<file path="src/ipbd_pkg.sv">
// ----------------------------------------------------------------------------
// IO processor bus address decoder: shared package
// Span table, list membership, target and width codes, and the stage records
// that travel down the decode pipeline.
// ----------------------------------------------------------------------------
`default_nettype none

package ipbd_pkg;

    // Access command and width codes.
    localparam logic CMD_READ  = 1'b0;
    localparam logic CMD_WRITE = 1'b1;

    localparam logic [1:0] W_BYTE = 2'd0;
    localparam logic [1:0] W_HALF = 2'd1;
    localparam logic [1:0] W_WORD = 2'd2;
    localparam logic [1:0] W_BAD  = 2'd3;

    // Target codes.
    localparam logic [4:0] T_RAM       = 5'd0;
    localparam logic [4:0] T_BIOS      = 5'd1;
    localparam logic [4:0] T_SPAD      = 5'd2;
    localparam logic [4:0] T_INTC      = 5'd3;
    localparam logic [4:0] T_CDVD      = 5'd4;
    localparam logic [4:0] T_SIO2      = 5'd5;
    localparam logic [4:0] T_ROM1      = 5'd6;
    localparam logic [4:0] T_ROM2      = 5'd7;
    localparam logic [4:0] T_DEV9      = 5'd8;
    localparam logic [4:0] T_SPEED     = 5'd9;
    localparam logic [4:0] T_TIMERS    = 5'd10;
    localparam logic [4:0] T_DMA       = 5'd11;
    localparam logic [4:0] T_SPU2      = 5'd12;
    localparam logic [4:0] T_SIF       = 5'd13;
    localparam logic [4:0] T_USB       = 5'd14;
    localparam logic [4:0] T_FIREWIRE  = 5'd15;
    localparam logic [4:0] T_SBUS      = 5'd16;
    localparam logic [4:0] T_FIXED     = 5'd17;
    localparam logic [4:0] T_IGNORED   = 5'd18;
    localparam logic [4:0] T_UNHANDLED = 5'd19;

    // How the final stage forms the offset.
    localparam logic [1:0] OFF_ADDR = 2'd0;
    localparam logic [1:0] OFF_RAM  = 2'd1;
    localparam logic [1:0] OFF_BIOS = 2'd2;
    localparam logic [1:0] OFF_SPAN = 2'd3;

    // Address geometry.
    localparam int MASKED_BITS     = 29;
    localparam int BIOS_PAGES_LOG2 = 9;
    localparam int RAM_OFF_BITS    = 24;

    localparam logic [4:0]  RAM_LOG2_RESET = 5'd21;
    localparam logic [4:0]  RAM_LOG2_MAX   = 5'd24;
    localparam logic [RAM_OFF_BITS-1:0] RAM_MASK_RESET =
        RAM_OFF_BITS'((32'd1 << RAM_LOG2_RESET) - 32'd1);

    // Special addresses and fixed read values.
    localparam logic [31:0] BIU_ADDR        = 32'hfffe_0130;
    localparam logic [31:0] BIU_READ_VALUE  = 32'hffff_ffff;
    localparam logic [31:0] FIX8_ADDR       = 32'h1f80_3204;
    localparam logic [31:0] FIX8_VALUE      = 32'h0000_007c;
    localparam logic [31:0] FIX32_SBUS_ADDR = 32'h1f80_1450;
    localparam logic [31:0] FIX32_ONE_ADDR  = 32'h1f80_1414;
    localparam logic [31:0] FIX32_DMA_ADDR  = 32'h1f80_1560;
    localparam logic [31:0] FIX32_ONE_VALUE = 32'h0000_0001;
    localparam logic [7:0]  ROM_SEGMENT     = 8'h1e;

    // Device address spans. They are pairwise disjoint, so at most one hits.
    localparam int NUM_SPANS = 19;

    localparam int SP_SPAD  = 0;
    localparam int SP_INTC  = 1;
    localparam int SP_CDVD  = 2;
    localparam int SP_SIO2  = 3;
    localparam int SP_ROM1  = 4;
    localparam int SP_ROM2  = 5;
    localparam int SP_DEV9  = 6;
    localparam int SP_SPEED = 7;
    localparam int SP_TMR_A = 8;
    localparam int SP_TMR_B = 9;
    localparam int SP_DMA_A = 10;
    localparam int SP_DMA_B = 11;
    localparam int SP_DMA_C = 12;
    localparam int SP_DMA_D = 13;
    localparam int SP_SPU2  = 14;
    localparam int SP_SIF   = 15;
    localparam int SP_USB   = 16;
    localparam int SP_FW    = 17;
    localparam int SP_SBUS  = 18;

    typedef struct packed {
        logic [31:0] lo;
        logic [31:0] hi;
        logic [4:0]  tgt;
        logic        mem;
    } t_span;

    localparam t_span SPANS [NUM_SPANS] = '{
        '{32'h1F80_0000, 32'h1F80_03FF, T_SPAD,     1'b1},
        '{32'h1F80_1070, 32'h1F80_107B, T_INTC,     1'b0},
        '{32'h1F40_2004, 32'h1F40_20FF, T_CDVD,     1'b0},
        '{32'h1F80_8200, 32'h1F80_8280, T_SIO2,     1'b0},
        '{32'h1E00_0000, 32'h1E3F_FFFF, T_ROM1,     1'b1},
        '{32'h1E40_0000, 32'h1E7F_FFFF, T_ROM2,     1'b1},
        '{32'h1F80_1460, 32'h1F80_147F, T_DEV9,     1'b0},
        '{32'h1000_0000, 32'h1000_FFFF, T_SPEED,    1'b0},
        '{32'h1F80_1100, 32'h1F80_112F, T_TIMERS,   1'b0},
        '{32'h1F80_1480, 32'h1F80_14AF, T_TIMERS,   1'b0},
        '{32'h1F80_1080, 32'h1F80_10EF, T_DMA,      1'b0},
        '{32'h1F80_1500, 32'h1F80_155F, T_DMA,      1'b0},
        '{32'h1F80_1570, 32'h1F80_157F, T_DMA,      1'b0},
        '{32'h1F80_10F0, 32'h1F80_10F8, T_DMA,      1'b0},
        '{32'h1F90_0000, 32'h1F90_07FF, T_SPU2,     1'b0},
        '{32'h1D00_0000, 32'h1D00_006F, T_SIF,      1'b0},
        '{32'h1F80_1600, 32'h1F80_16FF, T_USB,      1'b0},
        '{32'h1F80_8400, 32'h1F80_854F, T_FIREWIRE, 1'b0},
        '{32'h1F80_1450, 32'h1F80_1453, T_SBUS,     1'b0}
    };

    // Spans that the list for this command and width contains.
    function automatic logic [NUM_SPANS-1:0] list_mask(input logic cmd,
                                                       input logic [1:0] width);
        logic [NUM_SPANS-1:0] m;
        m = '0;
        case ({cmd, width})
            {CMD_READ, W_BYTE}: begin
                m[SP_SPAD] = 1'b1; m[SP_INTC] = 1'b1; m[SP_CDVD] = 1'b1;
                m[SP_SIO2] = 1'b1; m[SP_ROM1] = 1'b1; m[SP_ROM2] = 1'b1;
                m[SP_DEV9] = 1'b1; m[SP_SPEED] = 1'b1;
            end
            {CMD_READ, W_HALF}: begin
                m[SP_SPAD] = 1'b1; m[SP_INTC] = 1'b1; m[SP_TMR_A] = 1'b1;
                m[SP_TMR_B] = 1'b1; m[SP_DMA_A] = 1'b1; m[SP_DMA_B] = 1'b1;
                m[SP_DMA_C] = 1'b1; m[SP_DMA_D] = 1'b1; m[SP_SPU2] = 1'b1;
                m[SP_ROM1] = 1'b1; m[SP_ROM2] = 1'b1; m[SP_DEV9] = 1'b1;
                m[SP_SPEED] = 1'b1;
            end
            {CMD_READ, W_WORD}: begin
                m[SP_SPAD] = 1'b1; m[SP_SIF] = 1'b1; m[SP_INTC] = 1'b1;
                m[SP_DMA_A] = 1'b1; m[SP_DMA_B] = 1'b1; m[SP_DMA_C] = 1'b1;
                m[SP_DMA_D] = 1'b1; m[SP_TMR_A] = 1'b1; m[SP_TMR_B] = 1'b1;
                m[SP_SIO2] = 1'b1; m[SP_USB] = 1'b1; m[SP_FW] = 1'b1;
                m[SP_ROM1] = 1'b1; m[SP_ROM2] = 1'b1; m[SP_DEV9] = 1'b1;
                m[SP_SPEED] = 1'b1;
            end
            {CMD_WRITE, W_BYTE}: begin
                m[SP_SPAD] = 1'b1; m[SP_CDVD] = 1'b1; m[SP_INTC] = 1'b1;
                m[SP_DMA_A] = 1'b1; m[SP_DMA_B] = 1'b1; m[SP_DMA_C] = 1'b1;
                m[SP_DMA_D] = 1'b1; m[SP_SIO2] = 1'b1; m[SP_DEV9] = 1'b1;
                m[SP_SPEED] = 1'b1;
            end
            {CMD_WRITE, W_HALF}: begin
                m[SP_SPAD] = 1'b1; m[SP_TMR_A] = 1'b1; m[SP_TMR_B] = 1'b1;
                m[SP_INTC] = 1'b1; m[SP_DMA_A] = 1'b1; m[SP_DMA_B] = 1'b1;
                m[SP_DMA_C] = 1'b1; m[SP_DMA_D] = 1'b1; m[SP_SPU2] = 1'b1;
                m[SP_DEV9] = 1'b1; m[SP_SPEED] = 1'b1;
            end
            {CMD_WRITE, W_WORD}: begin
                m[SP_SPAD] = 1'b1; m[SP_SIF] = 1'b1; m[SP_SBUS] = 1'b1;
                m[SP_INTC] = 1'b1; m[SP_DMA_A] = 1'b1; m[SP_DMA_B] = 1'b1;
                m[SP_DMA_C] = 1'b1; m[SP_DMA_D] = 1'b1; m[SP_TMR_A] = 1'b1;
                m[SP_TMR_B] = 1'b1; m[SP_SIO2] = 1'b1; m[SP_USB] = 1'b1;
                m[SP_FW] = 1'b1; m[SP_DEV9] = 1'b1; m[SP_SPEED] = 1'b1;
            end
            default: m = '0;
        endcase
        return m;
    endfunction

    // Width used toward a span's device. Timers take halfword accesses as
    // words, and DMA takes byte writes as words.
    function automatic logic [1:0] span_dw(input logic cmd, input logic [1:0] width,
                                           input int idx);
        logic is_tmr;
        logic is_dma;
        is_tmr = (idx == SP_TMR_A) || (idx == SP_TMR_B);
        is_dma = (idx == SP_DMA_A) || (idx == SP_DMA_B) ||
                 (idx == SP_DMA_C) || (idx == SP_DMA_D);
        if (width == W_HALF && is_tmr) begin
            return W_WORD;
        end
        if (cmd == CMD_WRITE && width == W_BYTE && is_dma) begin
            return W_WORD;
        end
        return width;
    endfunction

    // Record after the compare stage.
    typedef struct packed {
        logic                 cmd;
        logic [1:0]           width;
        logic [31:0]          addr;
        logic [31:0]          wdata;
        logic [NUM_SPANS-1:0] hit;
        logic                 biu;
        logic                 ram;
        logic                 bios;
        logic                 fix8;
        logic                 fix32;
        logic                 fix32_one;
    } t_s1;

    // Record after the select stage.
    typedef struct packed {
        logic [4:0]  tgt;
        logic [1:0]  dw;
        logic [1:0]  off_sel;
        logic [31:0] lo;
        logic [31:0] addr;
        logic [31:0] fixv;
        logic [31:0] fwd;
    } t_s2;

endpackage

`default_nettype wire

</file>
<file path="src/ipbd_match.sv">
// ----------------------------------------------------------------------------
// IO processor bus address decoder: compare stage
// Runs every span compare and fast-path check in parallel and registers the
// hit flags with the access.
// ----------------------------------------------------------------------------
`default_nettype none

module ipbd_match #(
    parameter int PAGE_BITS        = 13,
    parameter int RAM_WINDOW_BYTES = 16777216
) (
    input  wire logic              i_clk,
    input  wire logic              i_rst_n,
    input  wire logic              i_valid,
    output logic                   o_ready,
    input  wire logic              i_cmd,
    input  wire logic [1:0]        i_width,
    input  wire logic [31:0]       i_addr,
    input  wire logic [31:0]       i_wdata,
    output logic                   o_valid,
    input  wire logic              i_ready,
    output ipbd_pkg::t_s1          o_s1
);

    localparam int MB = ipbd_pkg::MASKED_BITS;
    localparam logic [MB-1:0] RAM_LIMIT =
        MB'((64'(RAM_WINDOW_BYTES) >> PAGE_BITS) << PAGE_BITS);
    localparam logic [MB-1:0] BIOS_BASE =
        MB'(((64'd1 << (MB - PAGE_BITS)) - (64'd1 << ipbd_pkg::BIOS_PAGES_LOG2))
            << PAGE_BITS);

    logic          r_valid;
    ipbd_pkg::t_s1 r_s1;
    ipbd_pkg::t_s1 n_s1;
    logic [MB-1:0] masked;

    assign o_ready = !r_valid || i_ready;
    assign masked  = i_addr[MB-1:0];

    always_comb begin
        n_s1.cmd   = i_cmd;
        n_s1.width = i_width;
        n_s1.addr  = i_addr;
        n_s1.wdata = i_wdata;
        for (int i = 0; i < ipbd_pkg::NUM_SPANS; i++) begin
            n_s1.hit[i] = (i_addr >= ipbd_pkg::SPANS[i].lo) &&
                          (i_addr <= ipbd_pkg::SPANS[i].hi);
        end
        n_s1.biu       = (i_addr == ipbd_pkg::BIU_ADDR);
        n_s1.ram       = (masked < RAM_LIMIT);
        n_s1.bios      = (masked >= BIOS_BASE);
        n_s1.fix8      = (i_addr == ipbd_pkg::FIX8_ADDR);
        n_s1.fix32_one = (i_addr == ipbd_pkg::FIX32_ONE_ADDR);
        n_s1.fix32     = (i_addr == ipbd_pkg::FIX32_SBUS_ADDR) ||
                         (i_addr == ipbd_pkg::FIX32_ONE_ADDR) ||
                         (i_addr == ipbd_pkg::FIX32_DMA_ADDR) ||
                         (i_addr[31:24] == ipbd_pkg::ROM_SEGMENT);
    end

    always_ff @(posedge i_clk) begin
        if (!i_rst_n) begin
            r_valid <= 1'b0;
        end else if (o_ready) begin
            r_valid <= i_valid;
        end
    end

    always_ff @(posedge i_clk) begin
        if (o_ready && i_valid) begin
            r_s1 <= n_s1;
        end
    end

    assign o_valid = r_valid;
    assign o_s1    = r_s1;

endmodule

`default_nettype wire

</file>
<file path="src/ipbd_select.sv">
// ----------------------------------------------------------------------------
// IO processor bus address decoder: select stage
// Applies the decode priority, picks the span of the access's list and
// settles target, device width, fixed value and forwarded data.
// ----------------------------------------------------------------------------
`default_nettype none

module ipbd_select (
    input  wire logic              i_clk,
    input  wire logic              i_rst_n,
    input  wire logic              i_valid,
    output logic                   o_ready,
    input  wire ipbd_pkg::t_s1     i_s1,
    output logic                   o_valid,
    input  wire logic              i_ready,
    output ipbd_pkg::t_s2          o_s2
);

    logic                           r_valid;
    ipbd_pkg::t_s2                  r_s2;
    ipbd_pkg::t_s2                  n_s2;
    logic [ipbd_pkg::NUM_SPANS-1:0] sel_hit;
    logic [4:0]                     span_tgt;
    logic [1:0]                     span_dw;
    logic [31:0]                    span_lo;
    logic                           span_mem;
    logic                           is_wr;
    logic                           fix_hit;
    logic [31:0]                    fix_val;
    logic [31:0]                    wr_data;

    assign o_ready = !r_valid || i_ready;

    // The spans are disjoint, so an OR over the selected hits is the match.
    always_comb begin
        sel_hit  = i_s1.hit & ipbd_pkg::list_mask(i_s1.cmd, i_s1.width);
        span_tgt = '0;
        span_dw  = '0;
        span_lo  = '0;
        span_mem = 1'b0;
        for (int i = 0; i < ipbd_pkg::NUM_SPANS; i++) begin
            if (sel_hit[i]) begin
                span_tgt = span_tgt | ipbd_pkg::SPANS[i].tgt;
                span_dw  = span_dw | ipbd_pkg::span_dw(i_s1.cmd, i_s1.width, i);
                span_lo  = span_lo | ipbd_pkg::SPANS[i].lo;
                span_mem = span_mem | ipbd_pkg::SPANS[i].mem;
            end
        end
    end

    always_comb begin
        is_wr   = (i_s1.cmd == ipbd_pkg::CMD_WRITE);
        wr_data = is_wr ? i_s1.wdata : '0;
        fix_hit = ((i_s1.width == ipbd_pkg::W_BYTE) && i_s1.fix8) ||
                  ((i_s1.width == ipbd_pkg::W_WORD) && i_s1.fix32);
        if (i_s1.width == ipbd_pkg::W_BYTE) begin
            fix_val = ipbd_pkg::FIX8_VALUE;
        end else if (i_s1.fix32_one) begin
            fix_val = ipbd_pkg::FIX32_ONE_VALUE;
        end else begin
            fix_val = '0;
        end

        n_s2.tgt     = ipbd_pkg::T_UNHANDLED;
        n_s2.dw      = i_s1.width;
        n_s2.off_sel = ipbd_pkg::OFF_ADDR;
        n_s2.lo      = span_lo;
        n_s2.addr    = i_s1.addr;
        n_s2.fixv    = '0;
        n_s2.fwd     = '0;

        if (i_s1.width == ipbd_pkg::W_BAD) begin
            n_s2.dw = ipbd_pkg::W_BYTE;
        end else if (!is_wr && i_s1.width == ipbd_pkg::W_WORD && i_s1.biu) begin
            // The bus interface control word reads as all ones.
            n_s2.tgt  = ipbd_pkg::T_FIXED;
            n_s2.fixv = ipbd_pkg::BIU_READ_VALUE;
        end else if (i_s1.ram) begin
            n_s2.tgt     = ipbd_pkg::T_RAM;
            n_s2.off_sel = ipbd_pkg::OFF_RAM;
            n_s2.fwd     = wr_data;
        end else if (!is_wr && i_s1.bios) begin
            n_s2.tgt     = ipbd_pkg::T_BIOS;
            n_s2.off_sel = ipbd_pkg::OFF_BIOS;
        end else if (is_wr && i_s1.width == ipbd_pkg::W_WORD && i_s1.biu) begin
            n_s2.tgt = ipbd_pkg::T_IGNORED;
        end else if (|sel_hit) begin
            n_s2.tgt     = span_tgt;
            n_s2.dw      = span_dw;
            n_s2.off_sel = span_mem ? ipbd_pkg::OFF_SPAN : ipbd_pkg::OFF_ADDR;
            n_s2.fwd     = wr_data;
        end else if (!is_wr && fix_hit) begin
            n_s2.tgt  = ipbd_pkg::T_FIXED;
            n_s2.fixv = fix_val;
        end
    end

    always_ff @(posedge i_clk) begin
        if (!i_rst_n) begin
            r_valid <= 1'b0;
        end else if (o_ready) begin
            r_valid <= i_valid;
        end
    end

    always_ff @(posedge i_clk) begin
        if (o_ready && i_valid) begin
            r_s2 <= n_s2;
        end
    end

    assign o_valid = r_valid;
    assign o_s2    = r_s2;

endmodule

`default_nettype wire

</file>
<file path="src/ipbd_offset.sv">
// ----------------------------------------------------------------------------
// IO processor bus address decoder: offset stage
// Forms the target offset (RAM mirror mask, BIOS window, span-relative
// subtract or full address) and holds the result beat for the master side.
// ----------------------------------------------------------------------------
`default_nettype none

module ipbd_offset #(
    parameter int PAGE_BITS = 13
) (
    input  wire logic                              i_clk,
    input  wire logic                              i_rst_n,
    input  wire logic                              i_valid,
    output logic                                   o_ready,
    input  wire ipbd_pkg::t_s2                     i_s2,
    input  wire logic [ipbd_pkg::RAM_OFF_BITS-1:0] i_ram_mask,
    output logic                                   o_valid,
    input  wire logic                              i_ready,
    output logic [4:0]                             o_tgt,
    output logic [1:0]                             o_dw,
    output logic [31:0]                            o_off,
    output logic [31:0]                            o_fixv,
    output logic [31:0]                            o_fwd
);

    localparam int RB = ipbd_pkg::RAM_OFF_BITS;
    localparam logic [31:0] BIOS_OFF_MASK =
        32'((64'd1 << (PAGE_BITS + ipbd_pkg::BIOS_PAGES_LOG2)) - 64'd1);

    logic        r_valid;
    logic [4:0]  r_tgt;
    logic [1:0]  r_dw;
    logic [31:0] r_off;
    logic [31:0] r_fixv;
    logic [31:0] r_fwd;
    logic [31:0] n_off;

    assign o_ready = !r_valid || i_ready;

    always_comb begin
        case (i_s2.off_sel)
            ipbd_pkg::OFF_RAM:  n_off = {{(32 - RB){1'b0}}, i_s2.addr[RB-1:0] & i_ram_mask};
            ipbd_pkg::OFF_BIOS: n_off = i_s2.addr & BIOS_OFF_MASK;
            ipbd_pkg::OFF_SPAN: n_off = i_s2.addr - i_s2.lo;
            default:            n_off = i_s2.addr;
        endcase
    end

    always_ff @(posedge i_clk) begin
        if (!i_rst_n) begin
            r_valid <= 1'b0;
        end else if (o_ready) begin
            r_valid <= i_valid;
        end
    end

    always_ff @(posedge i_clk) begin
        if (o_ready && i_valid) begin
            r_tgt  <= i_s2.tgt;
            r_dw   <= i_s2.dw;
            r_off  <= n_off;
            r_fixv <= i_s2.fixv;
            r_fwd  <= i_s2.fwd;
        end
    end

    assign o_valid = r_valid;
    assign o_tgt   = r_tgt;
    assign o_dw    = r_dw;
    assign o_off   = r_off;
    assign o_fixv  = r_fixv;
    assign o_fwd   = r_fwd;

endmodule

`default_nettype wire

</file>
<file path="src/io_processor_bus_address_decoder.sv">
// ----------------------------------------------------------------------------
// IO processor bus address decoder
// Decodes one bus access per beat into a target device, offset, device width,
// fixed read value and forwarded write data.
// ----------------------------------------------------------------------------
// Each slave beat carries one access (read or write, byte/halfword/word,
// address, write data); each master beat carries its decode. The decoder
// takes one beat per cycle unless the master side stalls: a compare stage
// runs every span compare and fast-path check in parallel, a select stage
// applies the decode priority and picks the span of the access's list, and an
// offset stage forms the offset (one 32-bit subtract) and holds the result
// beat. Each stage has its own valid bit and takes a new beat whenever it is
// empty or its contents move on, so bubbles are squeezed out during a stall
// and nothing is dropped or repeated. The low 29 address bits select the
// page: pages inside the RAM window go to main RAM, mirrored by the
// configured RAM size, and on reads the top 512 pages go to BIOS. All other
// accesses are matched on the full 32-bit address, so upper-segment aliases
// of device registers come back unhandled. The RAM size register is taken
// through its own write channel, clamped to the page size at the low end and
// 16 MB at the high end, and must only be written while the decoder is idle.
// ----------------------------------------------------------------------------
`default_nettype none

module io_processor_bus_address_decoder #(
    parameter int PAGE_BITS        = 13,
    parameter int RAM_WINDOW_BYTES = 16777216
) (
    input  wire logic        i_clk,
    input  wire logic        i_rst_n,

    // Access beats.
    input  wire logic        s_axis_tvalid,
    output logic             s_axis_tready,
    input  wire logic [63:0] s_axis_tdata,   // address[31:0], write_data[63:32]
    input  wire logic [7:0]  s_axis_tuser,   // cmd[0], access_width[2:1], zero[7:3]

    // Decode beats.
    output logic             m_axis_tvalid,
    input  wire logic        m_axis_tready,
    output logic [95:0]      m_axis_tdata,   // target_offset[31:0],
                                             // fixed_read_value[63:32],
                                             // forward_data[95:64]
    output logic [7:0]       m_axis_tuser,   // target[4:0], device_width[6:5], zero[7]

    // RAM size register (log2 of installed bytes).
    input  wire logic        i_cfg_valid,
    output logic             o_cfg_ready,
    input  wire logic [4:0]  i_cfg_data
);

    localparam int RB = ipbd_pkg::RAM_OFF_BITS;
    localparam logic [4:0] LOG2_MIN = 5'(PAGE_BITS);

    logic          s1_valid;
    logic          s1_ready;
    ipbd_pkg::t_s1 s1;
    logic          s2_valid;
    logic          s2_ready;
    ipbd_pkg::t_s2 s2;

    logic [4:0]    o_tgt;
    logic [1:0]    o_dw;
    logic [31:0]   o_off;
    logic [31:0]   o_fixv;
    logic [31:0]   o_fwd;

    // The mirror mask is kept ready-made so the offset stage only ANDs.
    logic [RB-1:0] r_ram_mask;
    logic [RB-1:0] n_ram_mask;
    logic [4:0]    cfg_log2;

    assign o_cfg_ready = 1'b1;

    always_comb begin
        if (i_cfg_data < LOG2_MIN) begin
            cfg_log2 = LOG2_MIN;
        end else if (i_cfg_data > ipbd_pkg::RAM_LOG2_MAX) begin
            cfg_log2 = ipbd_pkg::RAM_LOG2_MAX;
        end else begin
            cfg_log2 = i_cfg_data;
        end
        for (int b = 0; b < RB; b++) begin
            n_ram_mask[b] = (5'(b) < cfg_log2);
        end
    end

    always_ff @(posedge i_clk) begin
        if (!i_rst_n) begin
            r_ram_mask <= ipbd_pkg::RAM_MASK_RESET;
        end else if (i_cfg_valid && o_cfg_ready) begin
            r_ram_mask <= n_ram_mask;
        end
    end

    ipbd_match #(
        .PAGE_BITS        (PAGE_BITS),
        .RAM_WINDOW_BYTES (RAM_WINDOW_BYTES)
    ) u_match (
        .i_clk   (i_clk),
        .i_rst_n (i_rst_n),
        .i_valid (s_axis_tvalid),
        .o_ready (s_axis_tready),
        .i_cmd   (s_axis_tuser[0]),
        .i_width (s_axis_tuser[2:1]),
        .i_addr  (s_axis_tdata[31:0]),
        .i_wdata (s_axis_tdata[63:32]),
        .o_valid (s1_valid),
        .i_ready (s1_ready),
        .o_s1    (s1)
    );

    ipbd_select u_select (
        .i_clk   (i_clk),
        .i_rst_n (i_rst_n),
        .i_valid (s1_valid),
        .o_ready (s1_ready),
        .i_s1    (s1),
        .o_valid (s2_valid),
        .i_ready (s2_ready),
        .o_s2    (s2)
    );

    ipbd_offset #(
        .PAGE_BITS (PAGE_BITS)
    ) u_offset (
        .i_clk      (i_clk),
        .i_rst_n    (i_rst_n),
        .i_valid    (s2_valid),
        .o_ready    (s2_ready),
        .i_s2       (s2),
        .i_ram_mask (r_ram_mask),
        .o_valid    (m_axis_tvalid),
        .i_ready    (m_axis_tready),
        .o_tgt      (o_tgt),
        .o_dw       (o_dw),
        .o_off      (o_off),
        .o_fixv     (o_fixv),
        .o_fwd      (o_fwd)
    );

    assign m_axis_tdata = {o_fwd, o_fixv, o_off};
    assign m_axis_tuser = {1'b0, o_dw, o_tgt};

endmodule

`default_nettype wire
</file>
<file path="config.mk">
export PLATFORM = sky130hd
export DESIGN_NAME = io_processor_bus_address_decoder
export DESIGN_NICKNAME = d
export VERILOG_FILES = /design/src/ipbd_pkg.sv /design/src/ipbd_match.sv /design/src/ipbd_select.sv /design/src/ipbd_offset.sv /design/src/io_processor_bus_address_decoder.sv
export SDC_FILE = /design/constraint.sdc
export NUM_CORES = 1
export LEC_CHECK = 0
export ABC_AREA = 1
export BUFFER_PORTS_ARGS = -buffer_cell sky130_fd_sc_hd__buf_2
export CORE_MARGIN = 5
export CORE_UTILIZATION = 52
export DETAILED_ROUTE_END_ITERATION = 10
export PLACE_DENSITY = 0.78
export SYNTH_ARGS = -nofsm -noshare
export SYNTH_HDL_FRONTEND = slang
export SYNTH_SLANG_ARGS = --single-unit
</file>
<file path="constraint.sdc">
create_clock -name i_clk -period 5.4 [get_ports i_clk]
set_input_delay 1.08 -clock i_clk [delete_from_list [all_inputs] [get_ports i_clk]]
set_output_delay 1.08 -clock i_clk [all_outputs]
set_load 0.1 [all_outputs]
</file>
==> metrics.md <==
| Metric | Value |
|---|---|
| Filler cells | `2182` |
| Yosys warnings | `0` |
| RSZ-0062 raised after global routing | `no` |
| Largest stage delay on the critical path | `0.30 ns` |
| Setup Buffers After CTS | `0` |
| Sw frac | `25.4%` |
| Most common cell after layout, fill and taps aside | `nand2_1` |
| GRT busiest layer | `met2` |
| DP HPWL | `25000 microns` |
| DRC violations left | `0` |
| Total Routing Usage GR | `22.3%` |
| Fin crit period | `2.96 ns` |
| Row cnt | `59` |
| Clock power frac | `40.1%` |
| Largest net degree at the start of global routing | `75` |
| Fmax achieved | `338 MHz` |
| Seq/Total Area, Yosys | `61.2%` |
| 1st-iter DRT viols | `798` |
| Arrival @ worst endpoint | `1.88 ns` |
| Worst slew margin | `30.8%` |
| First-pass GRT wire length | `51700 microns` |
| Vias in the first global route | `9758` |
| Setup TNS | `0 ns` |
| Met1 Track Usage GR | `31.8%` |
| Hold/Removal Path Class | `reg -> reg` |
| # H-tree levels | `1` |
| WL/cell | `17.5 microns` |
| Worst skew pair latency | `0.55 ns` |
| Die Ht | `172 microns` |
| Cell area after layout | `15700 sq um` |
| FF/Latch Area | `8320 sq um` |
| Critical path, cell by cell | `buf_2 > inv_1 > nand2_1 > nor2_1 > nand2_1 > buf_2` |
| Core Box Area | `25900 sq um` |
| Sequential Power Share | `48.9%` |
| Seq cells post-synth | `286` |
| GP Congestion | `0.988` |
| CP Capture Type | `primary output` |
| CTS max path bufs | `3` |
| Share of cells above drive strength 1 | `19.1%` |
| Slowest CP cell | `buf_2` |
| Synthesized netlist cell count | `1379` |
| Overflow after GRT | `0` |
| Crit Path Class | `in -> out` |
| CTS tree | `built` |
| Power Dens Cells | `334 nW/um^2` |
| Final Net Count | `1651` |
| Worst IR Drop VDD | `0.000232 V` |
| Full die area | `29500 sq um` |
| CP required | `4.32 ns` |
| Final Hold Fails | `0` |
| First drt pass iteration count | `6` |
| Syn Std Cell Area | `13600 sq um` |
| Final Core Density | `60.5%` |
| Placed instance area | `14600 sq um` |
| Internal power | `0.00390 W` |
| Area growth syn-to-layout | `15.3%` |
| Max Fanout on Critical Path | `3` |
| Period Utilization, post-route | `54.8%` |
| Vias | `10200` |
| Antenna violations before repair | `1` |
| Mapped Nets | `1485` |
| Most frequent cells in the layout | `nand2_1, edfxtp_1, buf_2` |
| Post-DRT Antenna Nets | `0` |
| # hold bufs at CTS | `0` |
| Area occupied by multi-input gates | `4240 sq um` |
| Startpoint Class | `input port` |
| GR Util met3 | `2.90%` |
| CTS Buf Count | `29` |
| Clk slew on worst S/H paths | `0.06 ns` |
| Clk_skew | `0.0190 ns` |
| Starting Density | `52.4%` |
| Max-slew violations | `0` |
| Max cap viols | `0` |
| GRT met2 Usage | `36.7%` |
| Clk sinks | `286` |
| Status | `complete, no violations` |
| Syn_area_per_cell | `9.85 sq um` |
| Chip Width | `172 microns` |
| Setup-failing EPs final | `0` |
| IO Port Bufs | `181` |
| I/O pin cnt | `189` |
| Worst slew pin tran | `1.04 ns` |
| CTS resizes | `0` |
| WL final | `33300 microns` |
| Clock root cell | `clkbuf_16` |
| Psw | `0.00133 W` |
| Via density | `5.36` |
| P_leak | `6.71 nW` |
| Combinational group share of total power | `11.1%` |
| Synth cell types | `48` |
final timing paths:
path	startpoint	slack [ns]	to	depth (start not counted)
hold reg to reg	u_match.o_s1[81]	0.41	u_select.o_s2[88]	0
setup reg to reg	u_match.o_s1[89]	2.77	u_select.o_s2[15]	9
hold / removal	u_match.o_s1[81]	0.41	u_select.o_s2[88]	0
setup / recovery	m_axis_tready	2.44	s_axis_tready	6
routing by layer:
layer  wire length [microns]  up-vias  share of wire, %
met1                   14200     4769                43
met3                    2440       46               7.3
met5                       0        -                 0
met2                   15900      388                48
met4                     685        0               2.1
li1                        -     5003                 -
registers in the layout, indices dropped and copies added (netlist names):
name	flops
u_select.o_s2	93
u_offset.o_valid	1
u_match.o_s1	92
u_offset.o_fixv	3
u_offset.o_off	32
u_offset.o_dw	2
u_match.o_valid	1
u_offset.o_fwd	32
r_ram_mask	24
u_select.o_valid	1
u_offset.o_tgt	5
logic make-up after synthesis:
logic type / after synthesis / synth area share (%)
AO/OA/AOI/OAI: 166 / 7.04
AND/OR/NAND/NOR: 660 / 21.6
flip-flops: 286 / 61.2
XOR/XNOR: 3 / 0.193
other: 2 / 0.0553
buffers and inverters: 238 / 7.67
adder cells (fa/ha/maj): 24 / 2.21
per-stage QoR:
stage / hold WS, ns / power (W) / instances / setup WS (ns)
4_1_cts: 0.418 / 0.00526 / 1903 / 2.44
3_5_place_dp: 0.405 / 0.00317 / 1849 / 2.44
3_3_place_gp: 0.401 / 0.00316 / 1849 / 2.46
5_1_grt: 0.427 / 0.00543 / 1904 / 2.37
6_report: 0.415 / 0.00523 / 1905 / 2.44
2_1_floorplan: 0.400 / 0.00302 / 1379 / 0.183
cells in the mapped netlist (all sizes together):
master	count	area share [%]
a211oi	1	0.055
a21boi	1	0.055
a21oi	84	3.4
a22oi	1	0.055
a31oi	1	0.046
a32oi	1	0.064
and2	1	0.046
and3	1	0.046
buf	39	2.2
clkbuf	13	0.36
clkinv	3	0.083
conb	2	0.055
dfxtp	27	4.0
edfxtp	259	57
ha	24	2.2
inv	183	5.1
nand2	320	9.2
nand3	119	4.5
nand3b	3	0.17
nand4	27	1.2
nor2	131	3.9
nor3	28	1.1
nor3b	2	0.11
nor4	12	0.55
o2111ai	2	0.13
o211ai	15	0.87
o21ai	56	2.1
o21bai	1	0.055
o31ai	3	0.17
or2	15	0.69
or3b	1	0.064
xnor2	3	0.19
power groups by stage:
stage | sequential (W) | clock [W] | combinational, W
finish | 0.00255 | 0.00209 | 0.000579
global route | 0.00256 | 0.00224 | 0.000631
CTS | 0.00255 | 0.00213 | 0.000575
detailed placement | 0.00260 | 0 | 0.000573
global placement | 0.00260 | 0 | 0.000567
floorplan | 0.00270 | 0 | 0.000316
worst max-delay path, delay by kind of cell:
kind	cells	cell delay, ns
AND/OR/NAND/NOR	3	0.30
buffers and inverters	3	0.49
layout make-up:
type	count	share of cell area, %
clock buffer	32	4.77
multi-input combinational	855	27.1
tap	335	2.68
clock inverter	22	1.76
sequential	286	53.1
inverter	186	4.47
antenna	2	0.0319
timing repair buffer	187	6.15
(Power assumes the default switching activity.)
